--- src/hw/rtl/lspp_pkg.sv ---
// Package: shared types and constants of the light status packet parser.
`default_nettype none

package lspp_pkg;

    localparam int unsigned NUM_CHANNELS = 5;

    localparam logic [7:0] LEAD_BYTE      = 8'hD2;
    localparam logic [7:0] STATUS_BYTE    = 8'hB0;
    localparam logic [7:0] ACK_BYTE_A     = 8'hA1;
    localparam logic [7:0] ACK_BYTE_B     = 8'hA6;
    localparam logic [7:0] MARKER_START   = 8'h02;
    localparam logic [7:0] MARKER_END     = 8'hF5;
    localparam logic [7:0] LEVEL_TAG      = 8'h18;
    localparam logic [7:0] FIRST_CHAN_ID  = 8'h03;
    localparam logic [7:0] LEVEL_LIMIT    = 8'd100;
    localparam logic [7:0] MODE_BYTE_MAN  = 8'h00;
    localparam logic [7:0] MODE_BYTE_AUTO = 8'h01;

    localparam logic [3:0] POS_HEAD0   = 4'd0;
    localparam logic [3:0] POS_HEAD1   = 4'd1;
    localparam logic [3:0] POS_MODE    = 4'd5;
    localparam logic [3:0] POS_SAT     = 4'd8;
    localparam logic [3:0] ACK_MIN_LEN = 4'd3;

    // reciprocal of 5 in 10 fractional bits, exact for sums below 1024
    localparam logic [7:0] RECIP5      = 8'd205;
    localparam int unsigned RECIP_SHIFT = 10;
    localparam logic [9:0] ROUND_BIAS  = 10'd2;

    typedef enum logic [1:0] {
        MODE_MANUAL  = 2'd0,
        MODE_AUTO    = 2'd1,
        MODE_UNKNOWN = 2'd2
    } mode_t;

    typedef enum logic [1:0] {
        PH_SEARCH = 2'd0,
        PH_ID     = 2'd1,
        PH_TAG    = 2'd2,
        PH_DONE   = 2'd3
    } phase_t;

    typedef struct packed {
        logic step;
        logic clear;
    } chan_ctrl_t;

    typedef struct packed {
        logic [7:0] byte_value;
        logic       last_byte;
    } in_t;

    typedef struct packed {
        logic       status_valid;
        logic [1:0] mode;
        logic [6:0] pink_level;
        logic [6:0] blue_level;
        logic [6:0] cold_white_level;
        logic [6:0] white_level;
        logic [6:0] warm_white_level;
        logic [6:0] average_level;
        logic       ack_valid;
    } out_t;

endpackage

`default_nettype wire

--- src/hw/rtl/lspp_channel.sv ---
// Per-channel tracker: finds id, level tag and level byte after the marker.
`default_nettype none

module lspp_channel (
    input  wire logic                  clk,
    input  wire logic                  rst_n,
    input  wire lspp_pkg::chan_ctrl_t  ctrl,
    input  wire logic [7:0]            chan_id,
    input  wire logic [7:0]            byte_value,
    output logic [6:0]                 level_next
);

    lspp_pkg::phase_t phase_reg, phase_next;
    logic [6:0]       value_reg, value_next;

    always_comb
    begin
        phase_next = phase_reg;
        value_next = value_reg;
        if (ctrl.step)
        begin
            case (phase_reg)
                lspp_pkg::PH_SEARCH:
                begin
                    if (byte_value == chan_id)
                        phase_next = lspp_pkg::PH_ID;
                end
                lspp_pkg::PH_ID:
                begin
                    phase_next = (byte_value == lspp_pkg::LEVEL_TAG) ?
                                 lspp_pkg::PH_TAG : lspp_pkg::PH_DONE;
                end
                lspp_pkg::PH_TAG:
                begin
                    value_next = (byte_value > lspp_pkg::LEVEL_LIMIT) ?
                                 lspp_pkg::LEVEL_LIMIT[6:0] : byte_value[6:0];
                    phase_next = lspp_pkg::PH_DONE;
                end
                default:
                begin
                    phase_next = phase_reg;
                end
            endcase
        end
    end

    always_ff @(posedge clk or negedge rst_n)
    begin
        if (!rst_n)
        begin
            phase_reg <= lspp_pkg::PH_SEARCH;
            value_reg <= '0;
        end
        else if (ctrl.clear)
        begin
            phase_reg <= lspp_pkg::PH_SEARCH;
            value_reg <= '0;
        end
        else
        begin
            phase_reg <= phase_next;
            value_reg <= value_next;
        end
    end

    // the closing byte may itself carry the level, so report the updated value
    assign level_next = value_next;

endmodule

`default_nettype wire

--- src/hw/rtl/light_status_packet_parser_core.sv ---
// Top level: byte-serial parser of light status and acknowledgement replies.
`default_nettype none

// Takes one packet byte per beat on the input channel, with last_byte set on
// the closing byte, and delivers exactly one result beat per packet. The block
// sustains one byte per clock unless a closing byte waits; a byte goes through
// an input register and then through the header, marker and channel trackers
// into the result register, so the result beat is valid in the cycle after its
// closing byte is parsed. A closing byte waits in the input register while an
// earlier result is still held; other bytes never wait. Throughput is set by
// the single tracker update per byte. A status result is valid for a packet
// that starts D2 B0, is at least eight bytes long and carries a 02 F5 marker;
// levels come from "id 18 value" triplets after the first marker (ids 03..07,
// clamped to 100), and an invalid status gives all zero status fields.
// ack_valid flags D2 A1 / D2 A6 packets of three or more bytes. All parsing
// state clears after the closing byte; there is no configuration.
module light_status_packet_parser_core (
    input  wire logic           clk,
    input  wire logic           rst_n,
    input  wire logic           in_valid,
    output logic                in_ready,
    input  wire lspp_pkg::in_t  in_data,
    output logic                out_valid,
    input  wire logic           out_ready,
    output lspp_pkg::out_t      out_data
);

    // ---------------- input register stage ----------------
    logic          s1_valid_reg;
    lspp_pkg::in_t s1_data_reg;
    logic          s1_go;      // stage-1 beat consumed by the parser
    logic          s1_close;   // consumed beat closes a packet

    logic           out_valid_reg;
    lspp_pkg::out_t out_data_reg;

    // a non-closing byte never needs the result slot, so only a closing
    // byte waits on the output register
    assign s1_go    = s1_valid_reg &&
                      (!s1_data_reg.last_byte || !out_valid_reg || out_ready);
    assign s1_close = s1_go && s1_data_reg.last_byte;
    assign in_ready = !s1_valid_reg || s1_go;

    always_ff @(posedge clk or negedge rst_n)
    begin
        if (!rst_n)
            s1_valid_reg <= 1'b0;
        else if (in_ready)
            s1_valid_reg <= in_valid;
    end

    always_ff @(posedge clk)
    begin
        if (in_ready && in_valid)
            s1_data_reg <= in_data;
    end

    // ---------------- packet-level trackers ----------------
    logic [7:0]       b;
    logic [3:0]       pos_reg, pos_next;
    logic             lead_ok_reg, lead_ok_next;
    logic             status_hdr_reg, status_hdr_next;
    logic             ack_hdr_reg, ack_hdr_next;
    lspp_pkg::mode_t  mode_reg, mode_next;
    logic             prev_start_reg, prev_start_next;
    logic             marker_reg, marker_next;

    assign b = s1_data_reg.byte_value;

    always_comb
    begin
        lead_ok_next    = lead_ok_reg;
        status_hdr_next = status_hdr_reg;
        ack_hdr_next    = ack_hdr_reg;
        mode_next       = mode_reg;
        marker_next     = marker_reg;
        prev_start_next = prev_start_reg;
        pos_next        = pos_reg;
        if (s1_go)
        begin
            if (pos_reg == lspp_pkg::POS_HEAD0)
                lead_ok_next = (b == lspp_pkg::LEAD_BYTE);
            else if (pos_reg == lspp_pkg::POS_HEAD1)
            begin
                status_hdr_next = lead_ok_reg && (b == lspp_pkg::STATUS_BYTE);
                ack_hdr_next    = lead_ok_reg &&
                                  ((b == lspp_pkg::ACK_BYTE_A) ||
                                   (b == lspp_pkg::ACK_BYTE_B));
            end
            else if (pos_reg == lspp_pkg::POS_MODE)
            begin
                if (b == lspp_pkg::MODE_BYTE_MAN)
                    mode_next = lspp_pkg::MODE_MANUAL;
                else if (b == lspp_pkg::MODE_BYTE_AUTO)
                    mode_next = lspp_pkg::MODE_AUTO;
                else
                    mode_next = lspp_pkg::MODE_UNKNOWN;
            end

            // only the first marker counts; channels search from the next byte
            if (!marker_reg && prev_start_reg && (b == lspp_pkg::MARKER_END))
                marker_next = 1'b1;
            prev_start_next = (b == lspp_pkg::MARKER_START);

            if (pos_reg < lspp_pkg::POS_SAT)
                pos_next = pos_reg + 4'd1;
        end
    end

    always_ff @(posedge clk or negedge rst_n)
    begin
        if (!rst_n)
        begin
            pos_reg        <= '0;
            lead_ok_reg    <= 1'b0;
            status_hdr_reg <= 1'b0;
            ack_hdr_reg    <= 1'b0;
            mode_reg       <= lspp_pkg::MODE_UNKNOWN;
            prev_start_reg <= 1'b0;
            marker_reg     <= 1'b0;
        end
        else if (s1_close)
        begin
            pos_reg        <= '0;
            lead_ok_reg    <= 1'b0;
            status_hdr_reg <= 1'b0;
            ack_hdr_reg    <= 1'b0;
            mode_reg       <= lspp_pkg::MODE_UNKNOWN;
            prev_start_reg <= 1'b0;
            marker_reg     <= 1'b0;
        end
        else
        begin
            pos_reg        <= pos_next;
            lead_ok_reg    <= lead_ok_next;
            status_hdr_reg <= status_hdr_next;
            ack_hdr_reg    <= ack_hdr_next;
            mode_reg       <= mode_next;
            prev_start_reg <= prev_start_next;
            marker_reg     <= marker_next;
        end
    end

    // ---------------- channel trackers ----------------
    lspp_pkg::chan_ctrl_t chan_ctrl;
    logic [6:0]           level [lspp_pkg::NUM_CHANNELS];

    // trackers see bytes only once the marker was seen on an earlier byte
    assign chan_ctrl.step  = s1_go && marker_reg;
    assign chan_ctrl.clear = s1_close;

    for (genvar ch = 0; ch < lspp_pkg::NUM_CHANNELS; ch++)
    begin : g_chan
        lspp_channel u_chan (
            .clk        (clk),
            .rst_n      (rst_n),
            .ctrl       (chan_ctrl),
            .chan_id    (lspp_pkg::FIRST_CHAN_ID + 8'(ch)),
            .byte_value (b),
            .level_next (level[ch])
        );
    end

    // ---------------- result ----------------
    logic           status_ok;
    logic           ack_ok;
    logic [9:0]     level_sum;
    logic [17:0]    avg_prod;
    lspp_pkg::out_t result;

    assign status_ok = status_hdr_next && (pos_next >= lspp_pkg::POS_SAT) && marker_next;
    assign ack_ok    = ack_hdr_next && (pos_next >= lspp_pkg::ACK_MIN_LEN);

    always_comb
    begin
        level_sum = lspp_pkg::ROUND_BIAS;
        for (int i = 0; i < lspp_pkg::NUM_CHANNELS; i++)
            level_sum = level_sum + {3'b000, level[i]};
    end

    // (sum + 2) / 5 as a reciprocal multiply
    assign avg_prod = level_sum * lspp_pkg::RECIP5;

    always_comb
    begin
        result                  = '0;
        result.ack_valid        = ack_ok;
        if (status_ok)
        begin
            result.status_valid     = 1'b1;
            result.mode             = mode_next;
            result.pink_level       = level[0];
            result.blue_level       = level[1];
            result.cold_white_level = level[2];
            result.white_level      = level[3];
            result.warm_white_level = level[4];
            result.average_level    = avg_prod[lspp_pkg::RECIP_SHIFT +: 7];
        end
    end

    always_ff @(posedge clk or negedge rst_n)
    begin
        if (!rst_n)
            out_valid_reg <= 1'b0;
        else if (s1_close)
            out_valid_reg <= 1'b1;
        else if (out_ready)
            out_valid_reg <= 1'b0;
    end

    always_ff @(posedge clk)
    begin
        if (s1_close)
            out_data_reg <= result;
    end

    assign out_valid = out_valid_reg;
    assign out_data  = out_data_reg;

    // ---------------- assertions ----------------
    a_pos_range: assert property (@(posedge clk) disable iff (!rst_n)
        pos_reg <= lspp_pkg::POS_SAT)
        else $error("byte position beyond saturation");

    a_clear_after_close: assert property (@(posedge clk) disable iff (!rst_n)
        s1_close |=> (pos_reg == '0) && !marker_reg)
        else $error("packet state not cleared after closing beat");

    a_invalid_zero: assert property (@(posedge clk) disable iff (!rst_n)
        (out_valid && !out_data.status_valid) |->
        (out_data.mode == '0) && (out_data.average_level == '0) &&
        (out_data.pink_level == '0))
        else $error("status fields nonzero on invalid status");

    a_avg_bound: assert property (@(posedge clk) disable iff (!rst_n)
        out_valid |-> (out_data.average_level <= lspp_pkg::LEVEL_LIMIT[6:0]))
        else $error("average level above limit");

    a_no_overwrite: assert property (@(posedge clk) disable iff (!rst_n)
        (out_valid && !out_ready) |-> !s1_close)
        else $error("result register overwritten while stalled");

endmodule

`default_nettype wire

--- config.mk ---
export PLATFORM = sky130hd
export DESIGN_NAME = light_status_packet_parser_core
export DESIGN_NICKNAME = d
export VERILOG_FILES = /design/src/hw/rtl/lspp_pkg.sv /design/src/hw/rtl/lspp_channel.sv /design/src/hw/rtl/light_status_packet_parser_core.sv
export SDC_FILE = /design/constraint.sdc
export NUM_CORES = 1
export LEC_CHECK = 0
export ABC_AREA = 0
export BUFFER_PORTS_ARGS = -buffer_cell sky130_fd_sc_hd__buf_2
export CAP_MARGIN = 20
export CORE_UTILIZATION = 45
export DETAILED_ROUTE_END_ITERATION = 7
export HOLD_SLACK_MARGIN = 0.02
export PLACE_DENSITY = 0.73
export SLEW_MARGIN = 30
export SYNTH_ARGS = -nofsm -noshare
export SYNTH_HDL_FRONTEND = slang
export SYNTH_SLANG_ARGS = --single-unit
--- constraint.sdc ---
create_clock -name clk -period 15.54 [get_ports clk]
set_input_delay 0.777 -clock clk [delete_from_list [all_inputs] [get_ports clk]]
set_output_delay 0.777 -clock clk [all_outputs]
set_load 0.02 [all_outputs]
# After elaboration in Yosys (flattened, before gate mapping)
# Index checks and enable logic that the tools add are counted.
[totals]
reg_bits = 113
output_inout_bits = 48
word_cells = 178
[op_classes]
n_addsub = 6
n_mul = 1
n_lt_le_gt_ge = 4
eq_ne = 30
mux = 66
n_reduce_logical = 41
[ops]
columns = ["operator", "n"]
rows = [
  ["$mux 7", 16],
  ["$mux 45", 1],
  ["$mux 2", 22],
  ["$eq 8x8->1 const B", 5],
  ["$eq 8x3->1 const B", 4],
  ["$pmux 2 s3", 5],
  ["$add 10x7->10", 2],
  ["$reduce_bool 4->1", 5],
  ["$mux 1", 19],
  ["$mul 10x8->17 const B", 1],
  ["$eq 8x2->1 const B", 2],
  ["$ne 3x2->1 const B", 5],
  ["$reduce_and 3->1", 5],
  ["$mux 4", 3],
  ["$logic_and 1x1->1", 11],
  ["$add 9x7->10", 1],
  ["$eq 2x1->1 const B", 5],
  ["$eq 2x2->1 const B", 5],
  ["$logic_not 2->1", 5],
  ["$add 8x7->9", 1],
  ["$add 2x7->8 const A", 1],
  ["$eq 8x1->1 const B", 1],
  ["$eq 8x5->1 const B", 1],
  ["$gt 8x7->1 const B", 1],
  ["other kinds (12)", 21],
]

# Longest topological paths before layout
[depth]
ltp_word = 13
depth_mapped = 36

# Hierarchy
# A second synthesis with hierarchy kept.
[unflattened]
cells_unflattened = 803
area_unflattened_um2 = 8179.1
[modules_own_cells]
columns = ["mod", "n_inst", "cells_per_inst", "area_per_inst_um2", "seq_area_each_um2"]
rows = [
  ["light_status_packet_parser_core", 1, 468, 5113.7, 1978.1],
  ["lspp_channel", 5, 67, 613.1, 225.2],
]

# Worst setup path before layout
# OpenSTA, ideal clock, no wires.
[synth_path]
path_kind = "input to register"
from = "input port out_ready"
to = "register out_data_reg (netlist bit out_data[7]), data pin"
t_arrival_ps = 8133
path_slack_ps = 7153
cell_stages = 31
cell_sequence = "nand3b_4 -> and3_1 -> nand2_1 -> buf_1 -> nor2_1 -> a21oi_1 -> inv_1 -> fa_1 -> fa_1 -> inv_1 -> fa_1 -> inv_1 -> ha_1 -> a21o_1 -> a21oi_1 -> o21ai_0 -> o41ai_1 -> xnor2_1 -> ha_1 -> inv_1 -> fa_1 -> fa_1 -> fa_1 -> inv_1 -> ha_1 -> o21a_1 -> a211oi_1 -> a221oi_1 -> a31oi_1 -> xnor2_1 -> nor2_1"
[synth_via]
elab_chain_len = 10
elab_cells_between_ends = 20
classes_between = "5 x add/sub; 1 x mul; 1 x order compare; 8 x mux; 5 x reduce/logical"
[synth_rtl]
columns = ["item", "line", "source"]
rows = [
  ["start, declared", "light_status_packet_parser_core.sv:24", "input wire logic out_ready,"],
  ["$logic_or 1x1->1", "light_status_packet_parser_core.sv:40", "(!s1_data_reg.last_byte || !out_valid_reg || out_ready);"],
  ["$logic_and 1x1->1", "light_status_packet_parser_core.sv:39", "assign s1_go = s1_valid_reg &&"],
  ["$logic_and 1x1->1", "light_status_packet_parser_core.sv:149", "assign chan_ctrl.step = s1_go && marker_reg;"],
  ["$mux 7", "lspp_channel.sv:20", "if (ctrl.step)"],
  ["via g_chan[0].u_chan.level_next[2]", "lspp_channel.sv:10", "output logic [6:0] level_next"],
  ["$add 2x7->8", "light_status_packet_parser_core.sv:178", "level_sum = level_sum + {3'b000, level[i]};"],
  ["$add 8x7->9", "light_status_packet_parser_core.sv:178", ""],
  ["$add 9x7->10", "light_status_packet_parser_core.sv:178", ""],
  ["$add 10x7->10 (2 in series)", "light_status_packet_parser_core.sv:178", ""],
  ["$mul 10x8->17", "light_status_packet_parser_core.sv:182", "assign avg_prod = level_sum * lspp_pkg::RECIP5;"],
  ["end signal, assigned", "light_status_packet_parser_core.sv:214", "out_data_reg <= result;"],
  ["end, declared", "light_status_packet_parser_core.sv:35", "lspp_pkg::out_t out_data_reg;"],
]
# The timed path passes the listed nets, and every way through them passes these cells.
# A chain may end at the register's enable or synchronous reset.

# Worst setup path after layout
[layout_path]
from = "register s1_data_reg (netlist bit b[4])"
to = "register out_data_reg (netlist bit out_data[7]), data pin"
[layout_via]
elab_chain_len = 10
elab_cells_between_ends = 29
classes_between = "5 x add/sub; 1 x mul; 1 x order compare; 2 x eq/ne; 16 x mux; 4 x reduce/logical"
[layout_rtl]
columns = ["item", "line", "source"]
rows = [
  ["start, declared", "light_status_packet_parser_core.sv:30", "lspp_pkg::in_t s1_data_reg;"],
  ["start signal, assigned", "light_status_packet_parser_core.sv:55", "s1_data_reg <= in_data;"],
  ["$gt 8x7->1", "lspp_channel.sv:35", "value_next = (byte_value > lspp_pkg::LEVEL_LIMIT) ?"],
  ["$mux 7", "lspp_channel.sv:35", ""],
  ["$mux 7", "lspp_channel.sv:22", "case (phase_reg)"],
  ["$mux 7", "lspp_channel.sv:20", ""],
  ["via g_chan[0].u_chan.level_next[2]", "lspp_channel.sv:10", ""],
  ["$add 2x7->8", "light_status_packet_parser_core.sv:178", ""],
  ["$add 8x7->9", "light_status_packet_parser_core.sv:178", ""],
  ["$add 9x7->10", "light_status_packet_parser_core.sv:178", ""],
  ["$add 10x7->10 (2 in series)", "light_status_packet_parser_core.sv:178", ""],
  ["$mul 10x8->17", "light_status_packet_parser_core.sv:182", ""],
]
# The timed path passes the listed nets, and every way through them passes these cells.

==> results.json <==
{
  "maxCapViolations": 0,
  "grt_max_degree": 79,
  "nets": 892,
  "largest_reg_flops": 46,
  "synth_area_um2": 7180,
  "crit_required_ns": 15.71,
  "synth.area.top_cells": "edfxtp_1 23%, dfrtp_1 20%, ha_1 13%, fa_1 10%, nor2_1 6.8%",
  "grt_util_all_layers": 0.195,
  "slowest_delay_ns": 0.74,
  "synth-simple-area-share": 0.159,
  "rsz0062_at_grt": "false",
  "start_util": 0.467,
  "die-area_um2": 16500,
  "core_um2": 15400,
  "routed_wirelength_um": 14600,
  "grt_pass1_wl_um": 24600,
  "cts_sinks": 113,
  "drv_slew": 0,
  "die_h_um": 128,
  "p_comb_frac": 0.151,
  "placementRows": 45,
  "peakVddDrop_v": 0.000102,
  "critPathKind": "reg -> reg",
  "tightestPinTransition_ns": 0.969,
  "skew_ns": 0.00884,
  "start_kind": "register",
  "maxSlewHeadroom": 0.349,
  "io_pins": 61,
  "cp.arrival_ns": 9.17,
  "clock_latency_ns": 0.42,
  "leakagePower_nw": 3.99,
  "outcome": "completed",
  "finalWorstSetupSlack_ns": 6.54,
  "fin_crit_ns": 9.00,
  "p_per_area_nw_per_um2": 106,
  "place_congestion": 0.843,
  "cpMostUsedCell": "fa_1",
  "synth_fp_nets": 830,
  "synth_flop_cell": "dfrtp_1",
  "overflow": 0,
  "port_buffers": 60,
  "p_seq_frac": 0.407,
  "utilization": 0.535,
  "pre_cts_slack_ns": 6.44,
  "tritoncts": "done",
  "n_antenna_cell": 0,
  "antenna_found_initial": 0,
  "hold_path_class": "in -> async",
  "synth_common_cells": "130 x nor2_1, 107 x inv_1, 73 x ha_1",
  "end_kind": "register",
  "yosysTopAreaCell": "edfxtp_1",
  "grt_pass1_vias": 4983,
  "avgSynthCellArea_um2": 10.2,
  "area_growth_pct": 14.5,
  "numCtsBuffers": 17,
  "min_period_over_period": 0.579,
  "p_int_w": 0.000626,
  "drt-initial-drc-count": 307,
  "path_max_fanout": 7,
  "hpwl_um": 10700,
  "drive_above_1_share": 0.143,
  "ant_nets": 0,
  "yosysWarnings": 0,
  "first_pass_iters": 5,
  "cts_root_buffer": "clkbuf_16",
  "fmax_mhz": 111,
  "cts_setup_buffers": 0,
  "clkPwrFrac": 0.442,
  "die_w_um": 128,
  "cts_max_level": 4,
  "yosysMostFrequentCell": "nor2_1",
  "clk_pin_slew_ns": 0.06,
  "yosysSeqAreaShare": 0.432,
  "drc": 0,
  "synthAdderAreaFrac": 0.230,
  "netlist.area_leader.share": 0.230,
  "synth_edf_count": 55,
  "synth_seq_cells": 113,
  "syn_inst": 707,
  "switching_share": 0.279,
  "yosysUniqueCellTypes": 53,
  "cts_hold_buffers": 0,
  "setup_tns_ns": 0,
  "power_switching_w": 0.000243,
  "routed-via-count": 5063,
  "synth_xor_area_frac": 0.0183,
  "synthArstFlopShare": 0.513,
  "synth_compound_gate_area_share": 0.0853,
  "vias_per_cell": 5.10,
  "wl_per_cell_um": 14.7,
  "setup_viol": 0,
  "clk_path_buf_depth": 2,
  "finalPower_w": 0.000869,
  "slowest_stage": "nor3_1",
  "synth_top_family_by_area": "adder cells",
  "ctsResizeCount": 0,
  "finalHoldViolCount": 0,
  "synthMuxAreaShare": 0.00139,
  "nFillCells": 1367
}
## cell usage in the layout (no fill, tap or decap), types with 17 or more instances in the layout
cell type / Yosys / layout
a21oi_1: 49 / 49
buf_2: 2 / 60
clkbuf_16: 0 / 17
dfrtp_1: 57 / 57
edfxtp_1: 55 / 55
fa_1: 37 / 37
ha_1: 73 / 73
inv_1: 107 / 106
nand2_1: 35 / 35
nor2_1: 130 / 130
o21ai_0: 26 / 26
## power groups by stage
stage | Clock, W | Sequential, W | Combinational (W)
after floorplan | 0 | 0.000360 | 0.0000946
after global placement | 0 | 0.000359 | 0.000125
after detailed placement | 0 | 0.000359 | 0.000128
after CTS | 0.000388 | 0.000354 | 0.000131
after global routing | 0.000402 | 0.000358 | 0.000149
final | 0.000384 | 0.000354 | 0.000131
## area by class of cell
type                    instances  area [µm²]  share of cell area
clock buffers                  17         425              0.0517
multi-input cells             467        3550               0.431
repair buffers                 63         323              0.0392
clock inverters                15         159              0.0193
well taps                     211         264              0.0321
inverters                     107         402              0.0488
flip-flops and latches        113        3100               0.377
## final timing paths
check / startpoint / end / slack (ns) / cells after the start
worst max-delay path: b[4] / out_data[7] / 6.54 / 30
worst min-delay path: rst_n / s1_valid_reg / 0.50 / 2
worst max register to register: b[4] / out_data[7] / 6.54 / 30
worst min register to register: ack_hdr_reg / ack_hdr_reg / 0.51 / 2
max in group asynchronous: rst_n / g_chan[3].u_chan.value_reg[0] / 14.51 / 2
min in group clk: ack_hdr_reg / ack_hdr_reg / 0.51 / 2
## per-layer routing
| layer | track usage | vias up | routed length [µm] |
|---|---|---|---|
| met5 | 0 | - | 0 |
| met4 | 0.0616 | 0 | 159 |
| met3 | 0.0511 | 14 | 881 |
| met1 | 0.268 | 2456 | 6810 |
| met2 | 0.303 | 135 | 6760 |
| li1 | - | 2458 | - |
## critical path: cells and delay by family, from the launching register on
family | cells | cell delay [ns]
buffers and inverters | 5 | 0.37
AND/OR/NAND/NOR | 5 | 1.23
adder cells (fa/ha/maj) | 9 | 4.03
XOR/XNOR | 2 | 0.42
AO/OA/AOI/OAI | 9 | 2.23
flip-flops | 1 | 0.49
## logic make-up after synthesis
kind of cell,Yosys count
AOI/OAI and AO/OA,106
xor gates and xnor gates,15
adders and majority gates,110
buffers and inverters,127
DFF,113
muxes,1
and+or+nand+nor,235
## through the flow
| step | cells | instance area, µm² | hold slack, ns |
|---|---|---|---|
| 6_report | 993 | 8230 | 0.503 |
| 5_1_grt | 993 | 8230 | 0.515 |
| 3_5_place_dp | 961 | 7640 | 0.480 |
| 3_3_place_gp | 961 | 7640 | 0.482 |
| 4_1_cts | 993 | 8230 | 0.504 |
| 2_1_floorplan | 707 | 7180 | 0.450 |
(Power assumes the default switching activity.)
